--- config.mk ---
export PLATFORM = sky130hd
export DESIGN_NAME = numeric_literal_scanner_unit
export DESIGN_NICKNAME = d
export VERILOG_FILES = /design/src/rtl/nls_pkg.sv /design/src/rtl/nls_front.sv /design/src/rtl/nls_queue.sv /design/src/rtl/nls_back.sv /design/src/rtl/numeric_literal_scanner_unit.sv
export SDC_FILE = /design/constraint.sdc
export NUM_CORES = 1
export LEC_CHECK = 0
export BUFFER_PORTS_ARGS = -buffer_cell sky130_fd_sc_hd__buf_2
export CAP_MARGIN = 10
export CORE_AREA = 2 2 206 208
export DETAILED_ROUTE_END_ITERATION = 16
export DIE_AREA = 0 0 208 210
export SKIP_CTS_REPAIR_TIMING = 1
export SYNTH_ARGS = -nofsm -noshare
export SYNTH_HDL_FRONTEND = slang
export SYNTH_SLANG_ARGS = --single-unit
--- constraint.sdc ---
create_clock -name clk_i -period 72 [get_ports clk_i]
set_input_delay 10.8 -clock clk_i [delete_from_list [all_inputs] [get_ports clk_i]]
set_output_delay 10.8 -clock clk_i [all_outputs]
set_load 0.01 [all_outputs]
--- src/rtl/nls_pkg.sv ---
// Shared types and constants for the numeric literal scanner.
// Holds the character class record passed from the front end to the scan engine.
// No dependencies.
package nls_pkg;

  localparam int CharW      = 21;
  localparam int LenMax     = 1023;
  localparam int LenW       = $clog2(LenMax + 1);
  localparam int TokLenW    = 10;
  localparam int QueueDepth = 4;
  localparam int QPtrW      = $clog2(QueueDepth);
  localparam int PaddrW     = 3;
  localparam int RegIdxW    = PaddrW - 2;

  localparam logic [RegIdxW-1:0] RegStrictFraction = RegIdxW'(0);

  typedef struct packed {
    logic eol;
    logic zero;
    logic digit;
    logic nonoct;
    logic bin;
    logic xdigit;
    logic word;
    logic dot;
    logic under;
    logic exp_e;
    logic exp_p;
    logic radix_b;
    logic radix_x;
    logic sign;
    logic int_suf;
    logic flt_suf;
  } char_class_t;

  typedef struct packed {
    char_class_t cls;
    logic        start;
  } scan_item_t;

endpackage

--- src/rtl/nls_front.sv ---
// Front end of the numeric literal scanner: input handshake and character classing.
// Depends on nls_pkg; feeds nls_queue.
module nls_front import nls_pkg::*; (
  input  logic [CharW-1:0] char_code_i,
  input  logic             begin_req_i,
  input  logic             in_valid_i,
  output logic             in_ready_o,
  input  logic             q_full_i,
  output logic             push_o,
  output scan_item_t       item_o
);

  logic       ascii;
  logic [6:0] lo;
  logic       lower;
  logic       upper;

  assign ascii = (char_code_i[CharW-1:7] == '0);
  assign lo    = char_code_i[6:0];
  assign lower = ascii && (lo >= 7'h61) && (lo <= 7'h7a);
  assign upper = ascii && (lo >= 7'h41) && (lo <= 7'h5a);

  assign in_ready_o = !q_full_i;
  assign push_o     = in_valid_i && !q_full_i;

  always_comb begin
    item_o.start       = begin_req_i;
    item_o.cls.eol     = (char_code_i == '0);
    item_o.cls.zero    = ascii && (lo == 7'h30);
    item_o.cls.digit   = ascii && (lo >= 7'h30) && (lo <= 7'h39);
    item_o.cls.nonoct  = ascii && ((lo == 7'h38) || (lo == 7'h39));
    item_o.cls.bin     = ascii && ((lo == 7'h30) || (lo == 7'h31));
    item_o.cls.xdigit  = item_o.cls.digit ||
                         (ascii && (lo >= 7'h61) && (lo <= 7'h66)) ||
                         (ascii && (lo >= 7'h41) && (lo <= 7'h46));
    item_o.cls.under   = ascii && (lo == 7'h5f);
    item_o.cls.word    = item_o.cls.digit || lower || upper || item_o.cls.under;
    item_o.cls.dot     = ascii && (lo == 7'h2e);
    item_o.cls.exp_e   = ascii && ((lo == 7'h65) || (lo == 7'h45));
    item_o.cls.exp_p   = ascii && ((lo == 7'h70) || (lo == 7'h50));
    item_o.cls.radix_b = ascii && ((lo == 7'h62) || (lo == 7'h42));
    item_o.cls.radix_x = ascii && ((lo == 7'h78) || (lo == 7'h58));
    item_o.cls.sign    = ascii && ((lo == 7'h2b) || (lo == 7'h2d));
    item_o.cls.int_suf = ascii && ((lo == 7'h67) || (lo == 7'h6c) || (lo == 7'h69) ||
                                   (lo == 7'h47) || (lo == 7'h4c) || (lo == 7'h49));
    item_o.cls.flt_suf = ascii && ((lo == 7'h64) || (lo == 7'h66) ||
                                   (lo == 7'h44) || (lo == 7'h46));
  end

endmodule

--- src/rtl/nls_queue.sv ---
// Short queue of classified characters between the front end and the scan engine.
// Depends on nls_pkg.
module nls_queue import nls_pkg::*; (
  input  logic       clk_i,
  input  logic       rst_ni,
  input  logic       push_i,
  input  scan_item_t push_data_i,
  output logic       full_o,
  input  logic       pop_i,
  output scan_item_t pop_data_o,
  output logic       empty_o
);

  scan_item_t       mem_q [QueueDepth];
  logic [QPtrW-1:0] wr_ptr_q, wr_ptr_d;
  logic [QPtrW-1:0] rd_ptr_q, rd_ptr_d;
  logic [QPtrW:0]   count_q, count_d;

  assign full_o     = (count_q == (QPtrW+1)'(QueueDepth));
  assign empty_o    = (count_q == '0);
  assign pop_data_o = mem_q[rd_ptr_q];

  always_comb begin
    wr_ptr_d = push_i ? wr_ptr_q + 1'b1 : wr_ptr_q;
    rd_ptr_d = pop_i ? rd_ptr_q + 1'b1 : rd_ptr_q;
    count_d  = count_q + (QPtrW+1)'(push_i) - (QPtrW+1)'(pop_i);
  end

  always_ff @(posedge clk_i) begin
    if (push_i) begin
      mem_q[wr_ptr_q] <= push_data_i;
    end
  end

  always_ff @(posedge clk_i or negedge rst_ni) begin
    if (!rst_ni) begin
      wr_ptr_q <= '0;
      rd_ptr_q <= '0;
      count_q  <= '0;
    end else begin
      wr_ptr_q <= wr_ptr_d;
      rd_ptr_q <= rd_ptr_d;
      count_q  <= count_d;
    end
  end

endmodule

--- src/rtl/nls_back.sv ---
// Scan engine of the numeric literal scanner: literal state machine and result register.
// Depends on nls_pkg; takes classified characters from nls_queue.
module nls_back import nls_pkg::*; (
  input  logic               clk_i,
  input  logic               rst_ni,
  input  logic               strict_i,
  input  logic               q_empty_i,
  input  scan_item_t         q_item_i,
  output logic               pop_o,
  output logic               out_valid_o,
  input  logic               out_ready_i,
  output logic [TokLenW-1:0] token_length_o,
  output logic               malformed_o
);

  typedef enum logic [4:0] {
    PhIdle         = 5'd0,
    PhZero         = 5'd1,
    PhDecInt       = 5'd2,
    PhDecDot       = 5'd3,
    PhFrac         = 5'd4,
    PhDecTail      = 5'd5,
    PhExpSign      = 5'd6,
    PhExpFirst     = 5'd7,
    PhExpDigits    = 5'd8,
    PhBinFirst     = 5'd9,
    PhBinDigits    = 5'd10,
    PhHexFirst     = 5'd11,
    PhHexDigits    = 5'd12,
    PhHexDotStart  = 5'd13,
    PhHexDot       = 5'd14,
    PhHexFrac      = 5'd15,
    PhHexpSign     = 5'd16,
    PhHexpFirst    = 5'd17,
    PhHexpDigits   = 5'd18,
    PhCheckEnd     = 5'd19,
    PhAbsorb       = 5'd20
  } phase_e;

  phase_e             phase_q, phase_d;
  logic [LenW-1:0]    len_q, len_d;
  logic               octal_q, octal_d;
  logic               nonoct_q, nonoct_d;
  logic               float_q, float_d;
  logic               under_q, under_d;
  logic               out_valid_q, out_valid_d;
  logic [TokLenW-1:0] tok_q, tok_d;
  logic               bad_q, bad_d;

  char_class_t        c;
  logic               done;
  logic               res;
  logic               rbad;
  logic               tail;
  logic [LenW-1:0]    rlen;

  function automatic logic [LenW-1:0] sat_inc(input logic [LenW-1:0] v);
    return (v < LenW'(LenMax)) ? v + 1'b1 : v;
  endfunction

  assign pop_o          = !q_empty_i && (!out_valid_q || out_ready_i);
  assign out_valid_o    = out_valid_q;
  assign token_length_o = tok_q;
  assign malformed_o    = bad_q;
  assign c              = q_item_i.cls;

  always_comb begin
    phase_d  = phase_q;
    len_d    = len_q;
    octal_d  = octal_q;
    nonoct_d = nonoct_q;
    float_d  = float_q;
    under_d  = under_q;
    done     = 1'b0;
    res      = 1'b0;
    rbad     = 1'b0;
    tail     = 1'b0;
    rlen     = len_q;

    if (q_item_i.start) begin
      done     = 1'b1;
      phase_d  = PhIdle;
      len_d    = '0;
      octal_d  = 1'b0;
      nonoct_d = 1'b0;
      float_d  = 1'b0;
      under_d  = 1'b0;
      if (c.zero) begin
        len_d   = LenW'(1);
        phase_d = PhZero;
      end else if (c.digit) begin
        len_d   = LenW'(1);
        phase_d = PhDecInt;
      end else if (c.dot) begin
        phase_d = PhDecDot;
      end else begin
        res  = 1'b1;
        rlen = '0;
      end
    end else if (phase_q == PhIdle) begin
      done = 1'b1;
    end

    // Each block either finishes the step or moves on to a later block.
    if (!done && phase_d == PhZero) begin
      if (c.radix_b) begin
        len_d = sat_inc(len_d); under_d = 1'b0; phase_d = PhBinFirst; done = 1'b1;
      end else if (c.radix_x) begin
        len_d = sat_inc(len_d); under_d = 1'b0; phase_d = PhHexFirst; done = 1'b1;
      end else begin
        octal_d = 1'b1; phase_d = PhDecInt;
      end
    end

    if (!done && phase_d == PhDecInt) begin
      if (c.digit || c.under) begin
        if (c.nonoct) nonoct_d = 1'b1;
        len_d = sat_inc(len_d); under_d = c.under; done = 1'b1;
      end else if (c.eol) begin
        res = 1'b1; done = 1'b1;
      end else if (under_d) begin
        rbad = 1'b1; res = !c.word; tail = 1'b1; done = 1'b1;
      end else if (c.dot) begin
        phase_d = PhDecDot; done = 1'b1;
      end else begin
        phase_d = PhDecTail;
      end
    end

    if (!done && phase_d == PhDecDot) begin
      if (((len_d == '0) || strict_i) && !c.digit) begin
        res = 1'b1; done = 1'b1;
      end else begin
        len_d = sat_inc(len_d); under_d = 1'b0; float_d = 1'b1;
        if (c.eol) begin
          res = 1'b1; done = 1'b1;
        end else if (c.digit) begin
          len_d = sat_inc(len_d); phase_d = PhFrac; done = 1'b1;
        end else begin
          phase_d = PhDecTail;
        end
      end
    end

    if (!done && phase_d == PhFrac) begin
      if (c.digit || c.under) begin
        len_d = sat_inc(len_d); under_d = c.under; done = 1'b1;
      end else if (c.eol) begin
        res = 1'b1; done = 1'b1;
      end else if (under_d) begin
        rbad = 1'b1; res = !c.word; tail = 1'b1; done = 1'b1;
      end else begin
        phase_d = PhDecTail;
      end
    end

    if (!done && phase_d == PhDecTail) begin
      done = 1'b1;
      if (c.exp_e) begin
        len_d = sat_inc(len_d); under_d = 1'b0; float_d = 1'b1; phase_d = PhExpSign;
      end else if (c.flt_suf) begin
        len_d = sat_inc(len_d); under_d = 1'b0; float_d = 1'b1; phase_d = PhCheckEnd;
      end else if (c.eol) begin
        res = 1'b1;
      end else if (!float_d && octal_d && nonoct_d) begin
        rbad = 1'b1; res = !c.word; tail = 1'b1;
      end else if (!float_d && c.int_suf) begin
        len_d = sat_inc(len_d); under_d = 1'b0; phase_d = PhCheckEnd;
      end else begin
        res = !c.word; tail = 1'b1;
      end
    end

    if (!done && phase_d == PhExpSign) begin
      phase_d = PhExpFirst;
      if (c.sign) begin
        len_d = sat_inc(len_d); under_d = 1'b0; done = 1'b1;
      end
    end

    if (!done && phase_d == PhExpFirst) begin
      done = 1'b1;
      if (c.eol) begin
        res = 1'b1;
      end else if (!c.digit) begin
        rbad = 1'b1; res = !c.word; tail = 1'b1;
      end else begin
        len_d = sat_inc(len_d); under_d = 1'b0; phase_d = PhExpDigits;
      end
    end

    if (!done && phase_d == PhExpDigits) begin
      done = 1'b1;
      if (c.digit || c.under) begin
        len_d = sat_inc(len_d); under_d = c.under;
      end else if (c.eol) begin
        res = 1'b1;
      end else if (under_d) begin
        rbad = 1'b1; res = !c.word; tail = 1'b1;
      end else if (c.flt_suf) begin
        len_d = sat_inc(len_d); under_d = 1'b0; phase_d = PhCheckEnd;
      end else begin
        res = !c.word; tail = 1'b1;
      end
    end

    if (!done && phase_d == PhHexpSign) begin
      phase_d = PhHexpFirst;
      if (c.sign) begin
        len_d = sat_inc(len_d); under_d = 1'b0; done = 1'b1;
      end
    end

    if (!done && phase_d == PhHexpFirst) begin
      done = 1'b1;
      if (c.eol) begin
        res = 1'b1;
      end else if (!c.digit) begin
        rbad = 1'b1; res = !c.word; tail = 1'b1;
      end else begin
        len_d = sat_inc(len_d); under_d = 1'b0; phase_d = PhHexpDigits;
      end
    end

    if (!done && phase_d == PhHexpDigits) begin
      done = 1'b1;
      if (c.digit || c.under) begin
        len_d = sat_inc(len_d); under_d = c.under;
      end else if (under_d) begin
        rbad = 1'b1; res = !c.word; tail = 1'b1;
      end else if (c.flt_suf) begin
        len_d = sat_inc(len_d); under_d = 1'b0; phase_d = PhCheckEnd;
      end else begin
        res = !c.word; tail = 1'b1;
      end
    end

    if (!done && phase_d == PhBinFirst) begin
      done = 1'b1;
      if (c.eol) begin
        res = 1'b1;
      end else if (!c.bin) begin
        rbad = 1'b1; res = !c.word; tail = 1'b1;
      end else begin
        len_d = sat_inc(len_d); under_d = 1'b0; phase_d = PhBinDigits;
      end
    end

    if (!done && phase_d == PhBinDigits) begin
      done = 1'b1;
      if (c.bin || c.under) begin
        len_d = sat_inc(len_d); under_d = c.under;
      end else if (c.eol) begin
        res = 1'b1;
      end else if (under_d) begin
        rbad = 1'b1; res = !c.word; tail = 1'b1;
      end else if (c.int_suf) begin
        len_d = sat_inc(len_d); under_d = 1'b0; phase_d = PhCheckEnd;
      end else begin
        res = !c.word; tail = 1'b1;
      end
    end

    if (!done && phase_d == PhHexFirst) begin
      done = 1'b1;
      if (c.eol) begin
        res = 1'b1;
      end else if (c.dot) begin
        phase_d = PhHexDotStart;
      end else if (!c.xdigit) begin
        rbad = 1'b1; res = !c.word; tail = 1'b1;
      end else begin
        len_d = sat_inc(len_d); under_d = 1'b0; phase_d = PhHexDigits;
      end
    end

    if (!done && phase_d == PhHexDigits) begin
      done = 1'b1;
      if (c.xdigit || c.under) begin
        len_d = sat_inc(len_d); under_d = c.under;
      end else if (c.eol) begin
        res = 1'b1;
      end else if (under_d) begin
        rbad = 1'b1; res = !c.word; tail = 1'b1;
      end else if (c.int_suf) begin
        len_d = sat_inc(len_d); under_d = 1'b0; phase_d = PhCheckEnd;
      end else if (c.dot) begin
        float_d = 1'b1; phase_d = PhHexDot;
      end else if (c.exp_p) begin
        len_d = sat_inc(len_d); under_d = 1'b0; float_d = 1'b1; phase_d = PhHexpSign;
      end else begin
        res = !c.word; tail = 1'b1;
      end
    end

    if (!done && phase_d == PhHexDotStart) begin
      if (!c.xdigit) begin
        rbad = 1'b1; res = 1'b1; done = 1'b1;
      end else begin
        phase_d = PhHexDot;
      end
    end

    if (!done && phase_d == PhHexDot) begin
      if (strict_i && !c.xdigit) begin
        res = 1'b1; done = 1'b1;
      end else begin
        len_d = sat_inc(len_d); under_d = 1'b0; float_d = 1'b1; phase_d = PhHexFrac;
      end
    end

    if (!done && phase_d == PhHexFrac) begin
      done = 1'b1;
      if (c.xdigit || c.under) begin
        len_d = sat_inc(len_d); under_d = c.under;
      end else if (c.eol) begin
        res = 1'b1;
      end else if (c.exp_p) begin
        len_d = sat_inc(len_d); under_d = 1'b0; phase_d = PhHexpSign;
      end else begin
        rbad = 1'b1; res = !c.word; tail = 1'b1;
      end
    end

    if (!done && phase_d == PhCheckEnd) begin
      done = 1'b1;
      res  = !c.word;
      tail = 1'b1;
    end

    if (!done && phase_d == PhAbsorb) begin
      done = 1'b1;
      if (c.word) begin
        len_d = sat_inc(len_d); under_d = 1'b0;
      end else begin
        rbad = 1'b1; res = 1'b1;
      end
    end

    // A word character after the end of a literal is taken into the malformed tail.
    if (tail && c.word) begin
      len_d   = sat_inc(len_d);
      under_d = 1'b0;
      phase_d = PhAbsorb;
    end

    if (!done) begin
      phase_d  = PhIdle;
      len_d    = '0;
      octal_d  = 1'b0;
      nonoct_d = 1'b0;
      float_d  = 1'b0;
      under_d  = 1'b0;
    end

    if (res) begin
      rlen     = len_d;
      phase_d  = PhIdle;
      len_d    = '0;
      octal_d  = 1'b0;
      nonoct_d = 1'b0;
      float_d  = 1'b0;
      under_d  = 1'b0;
    end
  end

  always_comb begin
    out_valid_d = out_valid_q && !out_ready_i;
    tok_d       = tok_q;
    bad_d       = bad_q;
    if (pop_o && res) begin
      out_valid_d = 1'b1;
      tok_d       = TokLenW'(rlen);
      bad_d       = rbad;
    end
  end

  always_ff @(posedge clk_i) begin
    tok_q <= tok_d;
    bad_q <= bad_d;
  end

  always_ff @(posedge clk_i or negedge rst_ni) begin
    if (!rst_ni) begin
      phase_q     <= PhIdle;
      len_q       <= '0;
      octal_q     <= 1'b0;
      nonoct_q    <= 1'b0;
      float_q     <= 1'b0;
      under_q     <= 1'b0;
      out_valid_q <= 1'b0;
    end else begin
      out_valid_q <= out_valid_d;
      if (pop_o) begin
        phase_q  <= phase_d;
        len_q    <= len_d;
        octal_q  <= octal_d;
        nonoct_q <= nonoct_d;
        float_q  <= float_d;
        under_q  <= under_d;
      end
    end
  end

  a_idle_clear: assert property (@(posedge clk_i) disable iff (!rst_ni)
    (phase_q == PhIdle) |-> (len_q == '0 && !octal_q && !nonoct_q && !float_q && !under_q))
    else $error("idle scan engine holds stale literal state");

  a_no_pop_blocked: assert property (@(posedge clk_i) disable iff (!rst_ni)
    (out_valid_q && !out_ready_i) |-> !pop_o)
    else $error("character taken while result register is blocked");

  a_len_bound: assert property (@(posedge clk_i) disable iff (!rst_ni)
    len_q <= LenW'(LenMax))
    else $error("literal length above saturation limit");

endmodule

--- src/rtl/numeric_literal_scanner_unit.sv ---
// Numeric literal scanner: characters go in on one channel, one length and
// malformed flag per literal come out on the other. The input channel takes
// one code point and a begin flag per request; a request with the begin flag
// set starts a new literal and drops any scan in progress. A code of zero
// marks end of line. Each result request carries the literal length
// (saturating at 1023) and a malformed flag.
// The front end classifies each character and writes it to a four-entry
// queue in the cycle it is accepted; the scan engine takes one character per
// cycle from the queue while no held result is blocked, and registers any
// result. A result is registered once the character that ends the literal
// has passed through the queue; a dot is settled only by the character after
// it. Sustained throughput is one character per cycle while results are taken.
// When the receiver stalls, the result register holds, the engine stops, the
// queue fills and in_ready_o drops after at most four more characters.
// Reset empties the queue, returns the engine to idle and sets strict_fraction
// to 1. Register 0 (byte address 0) holds strict_fraction in bit 0; the user
// must write it only while the block is idle; the block does not enforce this.
// Depends on nls_pkg, nls_front, nls_queue and nls_back.
module numeric_literal_scanner_unit import nls_pkg::*; (
  input  logic               clk_i,
  input  logic               rst_ni,
  input  logic               in_valid_i,
  output logic               in_ready_o,
  input  logic [CharW-1:0]   char_code_i,
  input  logic               begin_req_i,
  output logic               out_valid_o,
  input  logic               out_ready_i,
  output logic [TokLenW-1:0] token_length_o,
  output logic               malformed_o,
  input  logic               psel,
  input  logic               penable,
  input  logic               pwrite,
  input  logic [PaddrW-1:0]  paddr,
  input  logic [31:0]        pwdata,
  output logic [31:0]        prdata,
  output logic               pready
);

  logic             strict_q, strict_d;
  logic             push;
  logic             pop;
  logic             q_full;
  logic             q_empty;
  scan_item_t       push_item;
  scan_item_t       pop_item;
  logic [RegIdxW-1:0] reg_idx;

  assign pready  = 1'b1;
  assign reg_idx = paddr[PaddrW-1:2];
  assign prdata  = (reg_idx == RegStrictFraction) ? {31'b0, strict_q} : 32'b0;

  always_comb begin
    strict_d = strict_q;
    if (psel && penable && pwrite && (reg_idx == RegStrictFraction)) begin
      strict_d = pwdata[0];
    end
  end

  always_ff @(posedge clk_i or negedge rst_ni) begin
    if (!rst_ni) begin
      strict_q <= 1'b1;
    end else begin
      strict_q <= strict_d;
    end
  end

  nls_front u_front (
    .char_code_i (char_code_i),
    .begin_req_i (begin_req_i),
    .in_valid_i  (in_valid_i),
    .in_ready_o  (in_ready_o),
    .q_full_i    (q_full),
    .push_o      (push),
    .item_o      (push_item)
  );

  nls_queue u_queue (
    .clk_i       (clk_i),
    .rst_ni      (rst_ni),
    .push_i      (push),
    .push_data_i (push_item),
    .full_o      (q_full),
    .pop_i       (pop),
    .pop_data_o  (pop_item),
    .empty_o     (q_empty)
  );

  nls_back u_back (
    .clk_i          (clk_i),
    .rst_ni         (rst_ni),
    .strict_i       (strict_q),
    .q_empty_i      (q_empty),
    .q_item_i       (pop_item),
    .pop_o          (pop),
    .out_valid_o    (out_valid_o),
    .out_ready_i    (out_ready_i),
    .token_length_o (token_length_o),
    .malformed_o    (malformed_o)
  );

endmodule

==> results.txt <==
The number of rows created at floorplan came out at 75. The flow ran to the end, and the final reports show no timing, DRC or antenna violations. The number of antenna violations at the first check in global routing came out at 0. The required time of the critical path came out at just over 70 ns. Setup violations remaining at the end of the flow were counted as 0. The startpoint identified for the worst hold timing path is u_back.float_q$_DFFE_PN0P_. Measured along the x axis, the die boundary spans around 210 µm. The part of the Yosys area used for sequential elements is between 10% and 20%.

The largest fanout of any net on the critical path came out at 27. The maximum root-to-sink buffer count came out at 2. Dividing the detail-routed via count by the number of cells gives ~6.4.

The most critical setup path has its startpoint at u_queue.rd_ptr_q[0]$_DFFE_PN0P_. Of all flip-flops after synthesis, the portion carrying an async set or reset was about a quarter. The biggest area contributor in the post-synthesis netlist is sky130_fd_sc_hd__edfxtp_1. The first global-routing pass estimated 80400 µm of wire. The count of final hold-check violations was 0.

The clock tree from TritonCTS is built. The core footprint is about 41000 µm². The register-to-register setup slack is around 40 ns. The number of buffers inserted by port buffering came out at 44. The post-synth design cell area came out at 16500 µm². The portion of synthesized cell area occupied by the leading cell type came out at roughly 14%. Measured along the y axis, the die boundary spans approximately 210 µm. The arrival time reported for the critical path endpoint is 31.72 ns. CTS built an H-tree with a depth of 3. The sequential share of power came out at between 10 and 15%. The Yosys warning count came out at 0.

The final total negative setup slack came out at 0 ns. For this run, the slowest stage of the critical path takes around 0.76 ns. The flip-flop and latch count after synthesis came out at approximately 110. For hold timing, the worst endpoint is u_back.float_q$_DFFE_PN0P_. The post-synthesis instance total came out at between 2000 and 2500. The repair_antennas step left the layout with diodes totalling 0. Of the total power, the share spent switching nets is between 50% and 60%. between 100 and 150 I/O pins were placed. The global-route usage over all layers came out at a little over a fifth. The number of remaining DRC errors is 0. The placed wire-length estimate is approximately 38000 µm.

The initial detailed-routing violation count came out at approximately 1300. The power share of the combinational group is ~78%. The number of cells on the worst reg-to-reg path is 110. The transition time at the pin with the least slew margin came out at 1.01 ns. The growth of design area from synthesis to finish is 4.28%. The top achievable clock speed came out at 31.6 MHz. The overall via count from detail_route came out at 16400. Yosys attributes the largest share of cell area to sky130_fd_sc_hd__edfxtp_1 14%, sky130_fd_sc_hd__nand2_1 4.9%, sky130_fd_sc_hd__dfrtp_1 4.1%.

In this design, the critical path's most frequently occurring cell is sky130_fd_sc_hd__ha_1. Across the VDD grid, the largest voltage drop is 0.0000283 V. The mean cell area of the mapped netlist is just over 8 µm².

The clock-pin transition on the worst setup and hold timing paths came out at roughly 0.080 ns. The max-slew violation count was 0. The type of the worst min-delay path is register to register. The cell depth of the worst min-delay path came out at 2. The final global-route overflow total came out at 0. The count of nets left with antenna violations once routing finished came out at 0.

Cell internal power was estimated by the tool at 286 µW. The insertion delay of the later-clocked pin in the worst-skew pair came out at 0.35 ns. The worst-case clock skew is between 0.015 and 0.02 ns.

The period utilization is 44.0%. The first TritonRoute pass finished after 6 iterations. Entering global routing, the biggest net connects 29 pins.

STA classifies the critical path startpoint as a register. For this design, the slowest cell found on the critical path is sky130_fd_sc_hd__mux4_2. The number of synthesized flops with an enable pin came out at approximately 80. Clock tree synthesis selected as its root buffer the cell sky130_fd_sc_hd__clkbuf_16. The via count of the first global-routing pass came to roughly 16000. The worst register-to-register path ends at u_back.token_length_o[1]$_DFFE_PP_. The most frequently used flop master after synthesis is sky130_fd_sc_hd__edfxtp_1. The clock network accounts for approximately 7.6% of the total power. The max capacitance violation total is 0. The static leakage is 0.00580 µW. Setup repair after global routing left no endpoint under its margin. After the last flow step, the layout net total stands at 2123. The power spent charging and discharging nets came out at 351 µW.

The number of sinks handled by clock tree synthesis came out at roughly 110. The initial core utilization is between 30% and 40%. The power per cell area came out at 37.1 nW/µm². The detailed-route wire length per cell came out at approximately 19 µm. Headroom to the max-slew limit came out at a little under a third. Counting the buffers created by CTS gives 9. The worst setup path is captured at a register.

The total power draw is around 640 µW. The count of different cell masters after synthesis is ~160. The worst register-to-register path begins at u_queue.rd_ptr_q[0]$_DFFE_PN0P_. The full die area is between 40000 and 50000 µm². The final weighted congestion in routability-driven placement is roughly 0.9.

The aggregate routed wire length came out at 48800 µm. The startpoint-to-endpoint class of the critical path is register to register. Of the cells placed in the final design, the portion with a size suffix greater than 1 is about 16%. The final critical path time including I/O delays and setup is about 32 ns.
-- Yosys cell counts, types with 30 or more instances --
cell and count:
sky130_fd_sc_hd__mux2i_1 30, sky130_fd_sc_hd__mux2_2 40, sky130_fd_sc_hd__inv_1 53, sky130_fd_sc_hd__a31oi_1 46, sky130_fd_sc_hd__xnor2_1 47, sky130_fd_sc_hd__and3_1 34, sky130_fd_sc_hd__edfxtp_1 79, sky130_fd_sc_hd__o21ai_0 94
sky130_fd_sc_hd__a21oi_1 102, sky130_fd_sc_hd__clkbuf_1 32, sky130_fd_sc_hd__nand2_1 214, sky130_fd_sc_hd__nand3_1 81, sky130_fd_sc_hd__and2_1 53, sky130_fd_sc_hd__nor3_1 67, sky130_fd_sc_hd__nor4_1 30, sky130_fd_sc_hd__buf_4 39
sky130_fd_sc_hd__nor2_1 180, sky130_fd_sc_hd__nand4_1 41
-- through the flow --
step / instance area (µm²) / instances / util [%] / hold WS [ns] / worst slack [ns]
3_3_place_gp: 16900 / 2560 / 40.6 / 0.473 / 41.08
3_5_place_dp: 16900 / 2560 / 40.6 / 0.474 / 40.79
6_report: 17200 / 2576 / 41.4 / 0.488 / 40.35
2_1_floorplan: 16600 / 2074 / - / 0.450 / 46.49
4_1_cts: 17200 / 2576 / 41.4 / 0.492 / 40.63
5_1_grt: 17200 / 2576 / 41.4 / 0.523 / 37.64
-- final cells by class --
class                   instances  area, µm²
clock buffers                   9        225
clock inverters                 7       78.8
fillers                      4254      24300
inverters                      55        206
multi-input cells            1806      12600
flip-flops and latches        107       3070
well taps                     539        674
repair buffers                 53        288
-- how the worst max path moves through the flow --
stage,depth (start not counted),end
global route,112,u_back.token_length_o[1]$_DFFE_PP_
CTS,111,u_back.token_length_o[1]$_DFFE_PP_
detailed placement,111,u_back.token_length_o[1]$_DFFE_PP_
finish,110,u_back.token_length_o[1]$_DFFE_PP_
floorplan,128,u_back.len_q[8]$_DFFE_PN0P_
global placement,109,u_back.token_length_o[1]$_DFFE_PP_
-- registers in the layout, summed over array words and instances (netlist names) --
register	flops
u_queue.mem_q	68
u_back.len_q	10
u_back.token_length_o	10
u_back.phase_q	5
u_queue.count_q	3
u_queue.rd_ptr_q	2
u_queue.wr_ptr_q	2
strict_q	1
u_back.float_q	1
u_back.malformed_o	1
u_back.nonoct_q	1
u_back.octal_q	1
u_back.out_valid_o	1
u_back.under_q	1
-- power by group through the flow --
stage	combinational, µW	sequential [µW]	clock, µW
3_3_place_gp	476	95.2	0
4_1_cts	489	94.6	49.5
5_1_grt	552	96.0	51.5
6_report	493	94.6	48.6
3_5_place_dp	486	95.5	0
2_1_floorplan	383	93.2	0
-- routing by layer --
layer  up-vias  part of all wire, %  global-route usage, %
met1      7867                   47                   29.5
met3        71                  4.7                   1.85
met5         -                    0                      0
met2       503                   47                   36.9
met4         0                  1.9                   5.06
li1       7942                    -                      -
-- critical path, delay by kind of cell (launching register included) --
kind,cells,cell delay (ns)
AND/OR/NAND/NOR,30,9.16
adder cells (fa/ha/maj),17,4.88
flip-flops,1,0.33
buffers and inverters,13,1.64
AO/OA/AOI/OAI,32,9.36
multiplexers,4,1.93
XOR/XNOR,14,3.97
-- kinds of logic after synthesis --
family / count (synthesis) / synth area share [%]
AO/OA/AOI/OAI: 658 / 30.9
XOR/XNOR: 61 / 3.43
adder cells (fa/ha/maj): 27 / 2.10
buffers and inverters: 161 / 5.38
flip-flops: 107 / 18.7
multiplexers: 103 / 8.08
other: 2 / 0.0456
AND/OR/NAND/NOR: 925 / 31.4
-- layout by cell type, fill, tap and decap left out, drive strengths merged, types with 23 or more instances in the layout --
cell / synthesis / layout
ha: 26 / 26
a211oi: 29 / 29
or3: 28 / 28
nand2: 218 / 218
dfrtp: 27 / 27
a31oi: 54 / 54
a21oi: 108 / 108
xnor2: 49 / 49
o22ai: 24 / 24
a21o: 29 / 29
and2: 60 / 60
o31ai: 24 / 24
mux2: 51 / 51
inv: 55 / 57
nor3: 85 / 85
nor2: 186 / 186
mux2i: 36 / 36
or2: 24 / 24
o211ai: 29 / 29
nor4: 43 / 43
o21ai: 121 / 121
nand3: 85 / 85
conb: 2 / 32
and3: 37 / 37
buf: 69 / 53
nand4: 42 / 42
edfxtp: 79 / 79
nand2b: 23 / 23
(Power assumes the default switching activity.)
